File: src/rtl/lahs_pkg.sv
// Shared types and constants of the lux average headlight switch.
package lahs_pkg;

  localparam int RAW_W       = 16;
  localparam int MANT_W      = 12;
  localparam int EXP_W       = 4;
  localparam int LUX_W       = 16;
  localparam int SCALED_W    = 27;
  localparam int NIGHT_W     = 23;
  localparam int RECIP_W     = 24;
  localparam int RECIP_SHIFT = 30;
  localparam int OUT_TDATA_W = 40;

  // floor(x / 100) as (x * ceil(2^30 / 100)) >> 30, exact for x below 2^23
  localparam logic [RECIP_W-1:0]  RECIP_100   = 24'd10737419;
  localparam logic [NIGHT_W-1:0]  LUX_SCALE   = 23'd100;
  // smallest scaled reading whose lux no longer fits in 16 bits
  localparam logic [SCALED_W-1:0] LUX_SAT_LIM = 27'd6553600;
  localparam logic [LUX_W-1:0]    LUX_MAX     = 16'hFFFF;
  localparam logic [LUX_W-1:0]    THR_RESET   = 16'd40;

  typedef struct packed {
    logic [LUX_W-1:0] lux;
    logic             night;
  } lux_res_t;

  typedef struct packed {
    logic rd_en;
    logic wr_en;
  } win_ctl_t;

endpackage

File: src/rtl/lahs_lux_conv.sv
// Sensor word to whole-lux conversion with saturation and the night test.
module lahs_lux_conv (
  input  logic [lahs_pkg::RAW_W-1:0]   raw,
  input  logic [lahs_pkg::NIGHT_W-1:0] thr100,
  output lahs_pkg::lux_res_t           res
);
  import lahs_pkg::*;

  logic [MANT_W-1:0]          mant;
  logic [EXP_W-1:0]           expo;
  logic [SCALED_W-1:0]        scaled;
  logic [NIGHT_W+RECIP_W-1:0] prod;
  logic [LUX_W-1:0]           quot;

  assign mant   = raw[MANT_W-1:0];
  assign expo   = raw[RAW_W-1:MANT_W];
  assign scaled = {{(SCALED_W-MANT_W){1'b0}}, mant} << expo;

  // only needed below the saturation limit, which keeps the operand at 23 bits
  assign prod = scaled[NIGHT_W-1:0] * RECIP_100;
  assign quot = prod[RECIP_SHIFT +: LUX_W];

  always_comb begin
    res.lux   = (scaled >= LUX_SAT_LIM) ? LUX_MAX : quot;
    res.night = scaled < {{(SCALED_W-NIGHT_W){1'b0}}, thr100};
  end

endmodule

File: src/rtl/lahs_window.sv
// Ring-buffer window with running sum, write slot and window-full flag.
module lahs_window #(
  parameter int WINDOW_LEN = 16,
  parameter int SUM_W      = 20
) (
  input  logic                       clk,
  input  logic                       rst_n,
  input  lahs_pkg::win_ctl_t         ctl,
  input  logic [lahs_pkg::LUX_W-1:0] wr_lux,
  output logic [SUM_W-1:0]           new_sum,
  output logic                       avg_ok,
  output logic                       full
);
  import lahs_pkg::*;

  localparam int SLOT_W = $clog2(WINDOW_LEN);
  localparam logic [SLOT_W-1:0] LAST_SLOT = SLOT_W'(WINDOW_LEN - 1);

  logic [LUX_W-1:0]      mem [WINDOW_LEN];
  logic [WINDOW_LEN-1:0] ent_vld_r;
  logic [SLOT_W-1:0]     slot_r;
  logic [SLOT_W-1:0]     slot_nxt;
  logic [SLOT_W-1:0]     rd_slot_r;
  logic [LUX_W-1:0]      mem_q_r;
  logic                  ent_q_r;
  logic                  avg_ok_r;
  logic                  full_r;
  logic [SUM_W-1:0]      sum_r;
  logic [LUX_W-1:0]      old_lux;

  assign slot_nxt = (slot_r == LAST_SLOT) ? '0 : slot_r + 1'b1;

  // evicted value; a slot never written since reset reads as zero
  assign old_lux = ent_q_r ? mem_q_r : '0;
  assign new_sum = sum_r - SUM_W'(old_lux) + SUM_W'(wr_lux);
  assign avg_ok  = avg_ok_r;
  assign full    = full_r;

  always_ff @(posedge clk) begin
    if (ctl.wr_en) begin
      mem[rd_slot_r] <= wr_lux;
    end
    if (ctl.rd_en) begin
      mem_q_r <= mem[slot_r];
    end
  end

  always_ff @(posedge clk) begin
    if (ctl.rd_en) begin
      rd_slot_r <= slot_r;
      ent_q_r   <= ent_vld_r[slot_r];
      avg_ok_r  <= full_r;
    end
  end

  always_ff @(posedge clk) begin
    if (!rst_n) begin
      ent_vld_r <= '0;
      slot_r    <= '0;
      full_r    <= 1'b0;
      sum_r     <= '0;
    end else begin
      if (ctl.rd_en) begin
        slot_r <= slot_nxt;
        full_r <= full_r | (slot_nxt == LAST_SLOT);
      end
      if (ctl.wr_en) begin
        ent_vld_r[rd_slot_r] <= 1'b1;
        sum_r                <= new_sum;
      end
    end
  end

endmodule

File: src/rtl/lahs_avg_div.sv
// Window sum divided by the window length, by reciprocal multiplication.
module lahs_avg_div #(
  parameter int WINDOW_LEN = 16,
  parameter int SUM_W      = 20
) (
  input  logic [SUM_W-1:0]           sum,
  output logic [lahs_pkg::LUX_W-1:0] avg
);
  import lahs_pkg::*;

  // exact floor for every sum below 2^SUM_W: rounding error stays under 1/WINDOW_LEN
  localparam int SHIFT = SUM_W + $clog2(WINDOW_LEN);
  localparam int M_W   = SUM_W + 1;
  localparam longint unsigned ONE_L   = 1;
  localparam longint unsigned RECIP_L =
    ((ONE_L << SHIFT) + WINDOW_LEN - 1) / WINDOW_LEN;
  localparam logic [M_W-1:0] RECIP = M_W'(RECIP_L);

  logic [SUM_W+M_W-1:0] prod;

  assign prod = sum * RECIP;
  assign avg  = prod[SHIFT +: LUX_W];

endmodule

File: src/rtl/lux_average_headlight_switch.sv
// Top level of the lux average headlight switch.
// Each accepted item is one light-sensor result word (exponent in bits 15..12,
// mantissa in bits 11..0). The block turns it into whole lux, floor of
// (mantissa << exponent) / 100 saturated at 65535, keeps a ring window of the
// last WINDOW_LEN lux values with a running sum, and from the WINDOW_LEN-th item
// after reset on reports the floored window average (zero before that, with
// average_valid low). The headlight turns off when the exact window average
// exceeds the night threshold and turns on when the exact unsaturated reading
// of the item lies below it; light_changed flags each switch. One item is
// accepted every cycle while the output is not stalled; each item passes the
// pipeline input register and then the conversion, window update and divide
// stages, each closed by a register, before its result reaches the output. The
// whole pipeline holds while a result waits at the output.
// The window needs no clearing pass: a valid bit per slot makes an unwritten
// slot read as zero straight after reset. The night threshold resets to 40; the
// user must write it through the cfg port only while no item is in flight, which
// the block itself does not enforce. It applies to the next item accepted.
module lux_average_headlight_switch #(
  parameter int WINDOW_LEN = 16
) (
  input  logic                             clk,
  input  logic                             rst_n,
  // in_tdata: raw_reading[15:0]
  input  logic                             in_tvalid,
  output logic                             in_tready,
  input  logic [lahs_pkg::RAW_W-1:0]       in_tdata,
  // out_tdata: lux_value[15:0], average_lux[31:16], average_valid[32],
  //            headlight_on[33], light_changed[34], zero fill [39:35]
  output logic                             out_tvalid,
  input  logic                             out_tready,
  output logic [lahs_pkg::OUT_TDATA_W-1:0] out_tdata,
  // cfg_data: night_threshold[15:0]
  input  logic                             cfg_valid,
  output logic                             cfg_ready,
  input  logic [lahs_pkg::LUX_W-1:0]       cfg_data
);
  import lahs_pkg::*;

  localparam int SUM_W = LUX_W + $clog2(WINDOW_LEN);

  logic               adv;

  // threshold in the two scales the lamp tests compare against
  logic [NIGHT_W-1:0] thr100_r;
  logic [SUM_W-1:0]   thrn_r;

  logic               s1_vld_r;
  logic [RAW_W-1:0]   s1_raw_r;
  lux_res_t           conv;

  logic               s2_vld_r;
  logic [LUX_W-1:0]   s2_lux_r;
  logic               s2_night_r;
  win_ctl_t           win_ctl;
  logic [SUM_W-1:0]   win_sum;
  logic               win_avg_ok;
  logic               win_full;

  logic               lamp_r;
  logic               lamp_nxt;
  logic               turn_off;
  logic               turn_on;

  logic               s3_vld_r;
  logic [LUX_W-1:0]   s3_lux_r;
  logic [SUM_W-1:0]   s3_sum_r;
  logic               s3_avg_ok_r;
  logic               s3_lamp_r;
  logic               s3_chg_r;
  logic [LUX_W-1:0]   avg;

  logic               out_vld_r;
  logic [LUX_W-1:0]   out_lux_r;
  logic [LUX_W-1:0]   out_avg_r;
  logic               out_avg_ok_r;
  logic               out_lamp_r;
  logic               out_chg_r;

  // advance every stage together unless a result is stuck at the output
  assign adv       = !out_vld_r || out_tready;
  assign in_tready = adv;
  assign cfg_ready = 1'b1;

  always_ff @(posedge clk) begin
    if (!rst_n) begin
      thr100_r <= NIGHT_W'(THR_RESET) * LUX_SCALE;
      thrn_r   <= SUM_W'(THR_RESET) * SUM_W'(WINDOW_LEN);
    end else if (cfg_valid) begin
      thr100_r <= NIGHT_W'(cfg_data) * LUX_SCALE;
      thrn_r   <= SUM_W'(cfg_data) * SUM_W'(WINDOW_LEN);
    end
  end

  // convert the registered raw word to lux and the night flag
  lahs_lux_conv u_conv (
    .raw    (s1_raw_r),
    .thr100 (thr100_r),
    .res    (conv)
  );

  // read the evicted slot as the item enters stage two, write it on leaving
  assign win_ctl.rd_en = adv && s1_vld_r;
  assign win_ctl.wr_en = adv && s2_vld_r;

  lahs_window #(
    .WINDOW_LEN (WINDOW_LEN),
    .SUM_W      (SUM_W)
  ) u_window (
    .clk     (clk),
    .rst_n   (rst_n),
    .ctl     (win_ctl),
    .wr_lux  (s2_lux_r),
    .new_sum (win_sum),
    .avg_ok  (win_avg_ok),
    .full    (win_full)
  );

  // turn-off wins; turn-on only while the lamp is off
  assign turn_off = lamp_r && win_avg_ok && (win_sum > thrn_r);
  assign turn_on  = s2_night_r && !lamp_r;
  assign lamp_nxt = turn_off ? 1'b0 : (turn_on ? 1'b1 : lamp_r);

  lahs_avg_div #(
    .WINDOW_LEN (WINDOW_LEN),
    .SUM_W      (SUM_W)
  ) u_div (
    .sum (s3_sum_r),
    .avg (avg)
  );

  always_ff @(posedge clk) begin
    if (!rst_n) begin
      s1_vld_r  <= 1'b0;
      s2_vld_r  <= 1'b0;
      s3_vld_r  <= 1'b0;
      out_vld_r <= 1'b0;
      lamp_r    <= 1'b0;
    end else if (adv) begin
      s1_vld_r  <= in_tvalid;
      s2_vld_r  <= s1_vld_r;
      s3_vld_r  <= s2_vld_r;
      out_vld_r <= s3_vld_r;
      if (s2_vld_r) begin
        lamp_r <= lamp_nxt;
      end
    end
  end

  always_ff @(posedge clk) begin
    if (adv) begin
      s1_raw_r     <= in_tdata;
      s2_lux_r     <= conv.lux;
      s2_night_r   <= conv.night;
      s3_lux_r     <= s2_lux_r;
      s3_sum_r     <= win_sum;
      s3_avg_ok_r  <= win_avg_ok;
      s3_lamp_r    <= lamp_nxt;
      s3_chg_r     <= turn_off || turn_on;
      out_lux_r    <= s3_lux_r;
      out_avg_r    <= s3_avg_ok_r ? avg : '0;
      out_avg_ok_r <= s3_avg_ok_r;
      out_lamp_r   <= s3_lamp_r;
      out_chg_r    <= s3_chg_r;
    end
  end

  assign out_tvalid = out_vld_r;
  assign out_tdata  = {5'b0, out_chg_r, out_lamp_r, out_avg_ok_r, out_avg_r, out_lux_r};

  // no average is reported before the window has filled
  a_avg_zero_until_valid : assert property (@(posedge clk) disable iff (!rst_n)
    (out_vld_r && !out_avg_ok_r) |-> (out_avg_r == '0))
    else $error("average reported before the window filled");

  // the lamp only switches off against a valid average
  a_off_needs_avg : assert property (@(posedge clk) disable iff (!rst_n)
    (s3_vld_r && s3_chg_r && !s3_lamp_r) |-> s3_avg_ok_r)
    else $error("headlight switched off without a valid average");

  // once full, the window stays full until reset
  a_full_sticky : assert property (@(posedge clk) disable iff (!rst_n)
    win_full |=> win_full)
    else $error("window-full flag dropped");

endmodule
File: config.mk
export PLATFORM = sky130hd
export DESIGN_NAME = lux_average_headlight_switch
export DESIGN_NICKNAME = d
export VERILOG_FILES = /design/src/rtl/lahs_pkg.sv /design/src/rtl/lahs_lux_conv.sv /design/src/rtl/lahs_window.sv /design/src/rtl/lahs_avg_div.sv /design/src/rtl/lux_average_headlight_switch.sv
export SDC_FILE = /design/constraint.sdc
export NUM_CORES = 1
export LEC_CHECK = 0
export BUFFER_PORTS_ARGS = -buffer_cell sky130_fd_sc_hd__buf_4
export CORE_MARGIN = 4
export CORE_UTILIZATION = 52
export DETAILED_ROUTE_END_ITERATION = 16
export GPL_TIMING_DRIVEN = 0
export PLACE_DENSITY = 0.68
export SLEW_MARGIN = 20
export SYNTH_ARGS = -nofsm -noshare
export SYNTH_HDL_FRONTEND = slang
export SYNTH_SLANG_ARGS = --single-unit
File: constraint.sdc
create_clock -name clk -period 8.5 [get_ports clk]
set_input_delay 0.425 -clock clk [delete_from_list [all_inputs] [get_ports clk]]
set_output_delay 0.425 -clock clk [all_outputs]
set_load 0.005 [all_outputs]
# ---- After elaboration in Yosys (flattened, before gate mapping)
# Memories as Yosys holds them, arrays and structs flattened. A register that Yosys moved wholly into a read port is not among the register bits.
# Cells that the tools add are included.
dict set report word_totals {
  wordCells 65
  memories 1
  out_inout_bits 43
  ram_bits 256
  romBits 0
  regBits 196
  input_bits 37
  latch_bits 0
}
dict set report op_classes {
  n_eq_ne 2
  add_sub_neg 3
  magnitude_cmp 6
  muxes 10
  n_mul 2
  n_reduce_logical 11
  shifts 1
  bitwise 2
  div_mod_pow 0
}
# memory depth width read_ports rd_ports_with_merged_regs write_ports line_no
set memory_table {}
lappend memory_table {u_window.mem 16 16 1 1 1 lahs_window.sv:19} ;# logic [LUX_W-1:0] mem [WINDOW_LEN];
# operator n
set ops {}
lappend ops {{multiplier 23 x 24 -> 46 bit, second input constant} 1}
lappend ops {{>= comparator 27 x 23 -> 1 bit, second input constant} 1}
lappend ops {{less-than comparator 27 x 23 -> 1 bit} 1}
lappend ops {{<< shifter 12 x 4 -> 27 bit} 1}
lappend ops {{multiplier 16 x 5 -> 21 bit, second input constant} 1}
lappend ops {{adder 20 x 16 -> 20 bit} 1}
lappend ops {{greater-than comparator 20 bit} 1}
lappend ops {{subtractor 20 x 16 -> 20 bit} 1}
lappend ops {{two-way mux 16 bit} 1}
lappend ops {{bitwise OR 16 bit} 1}
lappend ops {{less-than comparator 4 x 5 -> 1 bit, second input constant} 2}
lappend ops {{equality test 4 bit, second input constant} 2}
lappend ops {{logical AND 1 bit} 6}
lappend ops {{two-way mux 1 bit} 6}
lappend ops {{adder 4 x 1 -> 4 bit, second input constant} 1}
lappend ops {{binary-select mux 1 bit (select 4 bit)} 1}
lappend ops {{demux 1 bit (select 4 bit)} 1}
lappend ops {{>= comparator 4 x 1 -> 1 bit, second input constant} 1}
lappend ops {{two-way mux 4 bit} 1}
lappend ops {{zero test 1 bit} 2}
lappend ops {{logical OR 1 bit} 2}
lappend ops {{AND reduction 2 bit} 1}
lappend ops {{bitwise OR 1 bit} 1}

# ---- Logic depth before layout (Yosys ltp)
dict set report depth {
  ltp_word 6
  mapped_depth 33
  ltp_nobuf 31
}

# ---- Hierarchy
# A second synthesis with hierarchy kept.
dict set report hier_totals {
  cells_unflattened 2562
  area_unflattened_um2 31744.2
}
# mod instances seq_area_each_um2 area_per_inst_um2 cells_each
set modules_own_cells {}
lappend modules_own_cells {lahs_window 1 9168.8 13725.7 815}
lappend modules_own_cells {lahs_lux_conv 1 0.0 10911.7 1176}
lappend modules_own_cells {lux_average_headlight_switch 1 3993.8 6986.7 555}
lappend modules_own_cells {lahs_avg_div 1 0.0 120.1 16}

# ---- Least setup slack after synthesis
# OpenSTA, ideal clock, no wires.
dict set report synth_timing {
  path_type {register to register}
  from {register s1_raw_r[13]}
  to {register s2_lux_r[14], data pin}
  path_slack_ns 0.940
  n_path_buf 2
  required_ns 8.233
  arrival_ns 7.293
  path_stages_with_launch 29
  path_cell_list {edfxtp_1 -> buf_6 -> buf_4 -> mux2_2 -> o21a_1 -> mux2_2 -> and2_1 -> fa_1 -> fa_1 -> inv_1 -> fa_1 -> fa_1 -> inv_1 -> fa_1 -> fa_1 -> inv_1 -> fa_1 -> inv_1 -> ha_1 -> nand3_1 -> nor2_1 -> nand4_1 -> a21oi_1 -> o21a_1 -> o211ai_1 -> a21oi_1 -> or2_1 -> a2111oi_0 -> o21ai_0}
}
dict set report synth_between {
  elab_chain_len 2
  elab_cells_between_ends 3
}
# element line_no
set synth_rtl {}
lappend synth_rtl {{from (decl)} lux_average_headlight_switch.sv:48} ;# logic [RAW_W-1:0] s1_raw_r;
lappend synth_rtl {{from (signal assigned)} lux_average_headlight_switch.sv:151} ;# s1_raw_r <= in_tdata;
lappend synth_rtl {{<< shifter 12 x 4 -> 27 bit (*)} lahs_lux_conv.sv:17} ;# assign scaled = {{(SCALED_W-MANT_W){1'b0}}, mant} << expo;
lappend synth_rtl {{multiplier 23 x 24 -> 46 bit or >= comparator 27 x 23 -> 1 bit (tied branches)} {lahs_lux_conv.sv:20, lahs_lux_conv.sv:24}}
lappend synth_rtl {{to (signal assigned)} lux_average_headlight_switch.sv:152} ;# s2_lux_r <= conv.lux;
lappend synth_rtl {{to (decl)} lux_average_headlight_switch.sv:52} ;# logic [LUX_W-1:0] s2_lux_r;
# Mark *: on every way between the ends. The rest lies on a longest branch, timed or not.
# A chain may end at the register's enable or synchronous reset.

# ---- Worst setup path after layout
# Ends and elaborated chain as after synthesis.

==> flow_summary.ini <==
[route]
vias_per_cell = 5.46
vias = 18327
antenna_left = 0
wl_mm = 69.3
drtPass1Iterations = 5
drcViolationCount = 0
drtIter0Drc = 1256
routedWlPerCell_um = 20.6

[placed_design]
place_congestion = 0.906
post_dp_cell_area_um2 = 31900
placed_cells = 3239
hpwlAfterDp_mm = 53.5
port_buffers = 71

[clocking]
ctsHoldBuffers = 0
cts_max_level = 2
cts-buffers-inserted = 47
cts_tree = done
cts.clk_slew.worst_paths_ns = 0.06
clock_latency_ns = 0.60
clockBufferDepth = 3
cts.sinks = 461
ctsRootBufferMaster = clkbuf_16

[logic_synthesis]
netlist_area_um2 = 30200
synthFlopType = edfxtp_1
syn_avg_cell_area_um2 = 12.7
async_reset_ff_frac = 0
yosysWarnings = 0
synth_edf_count = 381
syn-instance-count = 2386
ys_ff_latch = 461
synth.distinct_cells = 65
ys_seq_area_frac = 0.432

[finish]
fin_area_um2 = 33900
nets = 3159
syn_to_final_growth_pct = 12.4
reg_top3 = u_window.mem: 256 flops, u_window.sum_r: 20 flops, thr100_r: 18 flops
antenna_cells = 0
fin_util = 0.589
largest_reg_flops = 256
drive_above_1_share = 0.144
top_register = u_window.mem
final_cells = 3354

[timing]
tightestPinTransition_ns = 1.03
slew_viol_final = 0
fmax_mhz = 122
slew_headroom = 0.312
fin_crit_sh = 0.963
period_minus_slack_ns = 8.19
hold_violations = 0
setup_viol = 0
skew_ns = 0.0529
hold_ws_ns = 0.0405

[critical_path]
cp_max_fo = 10
cp_slowest_stage_delay_ns = 0.55
end_kind = register
worst_path_max_delay_cell = fa_1
crit_required_ns = 8.84
crit_type = reg -> reg
crit_buf_inv = 7
start_kind = register
worst_path_dominant_cell_family = adder cells
crit_top_cell = fa_1
worst_ep_arrival_time_ns = 8.53

[die]
rows = 88
die_area_um2 = 62000
die_x_um = 249
initial_core_util = 0.524
die_y_um = 249
coreArea_um2 = 57600
ioPinCount = 80

[global_routing]
grt_util_all_layers = 0.225
grt_pass1_wl_mm = 109
grt_start_max_net_pins = 57
grt_overflow = 0
grt_pass1_vias = 18938
antenna_found_initial = 0

[run_status]
status = complete, no violations

[pwr]
power_density_nw_per_um2 = 416
ir_drop_mv = 0.662
leakagePower_uw = 0.0149

[job]
cap_violations = 0

[hold_path]
hp-class = in -> reg
## path summary, 6_finish.rpt
path / from / to / slack, ns / depth (start not counted)
worst max-delay path: s1_raw_r[13]$_DFFE_PN_ / s2_lux_r[14]$_SDFFCE_PP1N_ / 0.31 / 28
worst min-delay path: in_tdata[0] / s1_raw_r[0]$_DFFE_PN_ / 0.04 / 1
worst max register to register: s1_raw_r[13]$_DFFE_PN_ / s2_lux_r[14]$_SDFFCE_PP1N_ / 0.31 / 28
worst min register to register: s3_lux_r[3]$_DFFE_PN_ / out_lux_r[3]$_DFFE_PN_ / 0.42 / 0
## cells in the mapped netlist, drive strengths merged (2+ instances only)
cell type  count  area, um^2
xnor2         34         298
a311oi         3        26.3
o21a          20         150
inv          475        1780
mux2           6        67.6
or2           11        68.8
a31oi          6        37.5
xor2          12         105
nand2b        12        75.1
nand4         11        68.8
buf           26         150
o21bai         6        45.0
fa           219        4380
edfxtp       381       11400
o31ai          4        30.0
a211o          3        26.3
a21o          45         338
nor2         123         462
and3           5        31.3
a21oi         73         365
nor2b         15        93.8
a41o           2        20.0
o22a           2        17.5
mux2i         39         394
nand3b         3        22.5
ha           352        4400
a211oi        13         108
a22oi          2        15.0
a41oi          2        17.5
or3           12        75.1
o21ai         47         239
dfxtp         80        1600
nor4           2        12.5
and2          37         231
conb           2        7.51
and4           3        26.3
clkbuf        35         131
nand4b         2        17.5
o211ai        17         128
nand2         93         349
nor3          22         110
nor4b          2        17.5
mux4          86        1940
nand3         27         135
maj3           2        22.5
## per-stage QoR
step           power (uW)  TNS (ns)  setup WS [ns]
5_1_grt             15500   -0.0380        -0.0380
3_5_place_dp        11900     -1.49         -0.332
4_1_cts             14200         0        0.00504
6_report            14100         0          0.311
3_3_place_gp        11700     -1.12         -0.320
2_1_floorplan        9600         0          0.940
## kinds of logic after synthesis
family / synth area share
fa+ha+maj: 0.292
buf+inv: 0.0685
flops: 0.432
simple gates: 0.0604
compound gates: 0.0544
mux: 0.0794
xor+xnor: 0.0133
other cells: 0.000249
## repair_timing
item                                    4_1_cts  5_1_grt
resized for setup                            13       33
buffers inserted                              5       23
endpoints found under the setup margin        8        9
pin swaps                                     0        5
## layer usage
layer	track usage	wire, um
met1	0.323	31000
met2	0.374	33400
met3	0.0266	3280
met4	0.0534	1610
met5	0	0
## layout make-up
class / count / area [um^2]
Inverter: 476 / 1810
Sequential cell: 461 / 13000
Buffer: 61 / 289
Clock buffer: 53 / 1240
Clock inverter: 34 / 407
Fill cell: 4585 / 23700
Tap cell: 765 / 957
Timing Repair Buffer: 112 / 883
Multi-Input combinational cell: 1392 / 15300
## power by group
part | switching [uW] | total (uW) | internal (uW)
sequential | 278 | 3350 | 3070
clock | 895 | 2140 | 1250
combinational | 4930 | 8630 | 3690
total | 6100 | 14100 | 8010
## placed cells by master (no fill, tap or decap), types with 19 or more instances in the layout
master     netlist  routed
a21oi_1         73      67
ha_1           352     350
xnor2_1         34      34
and2_1          37      36
nand2_1         93      92
mux2i_1         38      35
nor2_1         123     110
o21ai_0         40      36
nand3_1         27      27
a21o_1          45      45
inv_1          475     464
dfxtp_1         80      80
edfxtp_1       381     381
buf_4           10     115
fa_1           219     217
clkbuf_1        35      37
clkbuf_16        0      47
o21a_1          20      19
mux4_2          86      86
Power figures use the tool's default switching activity.
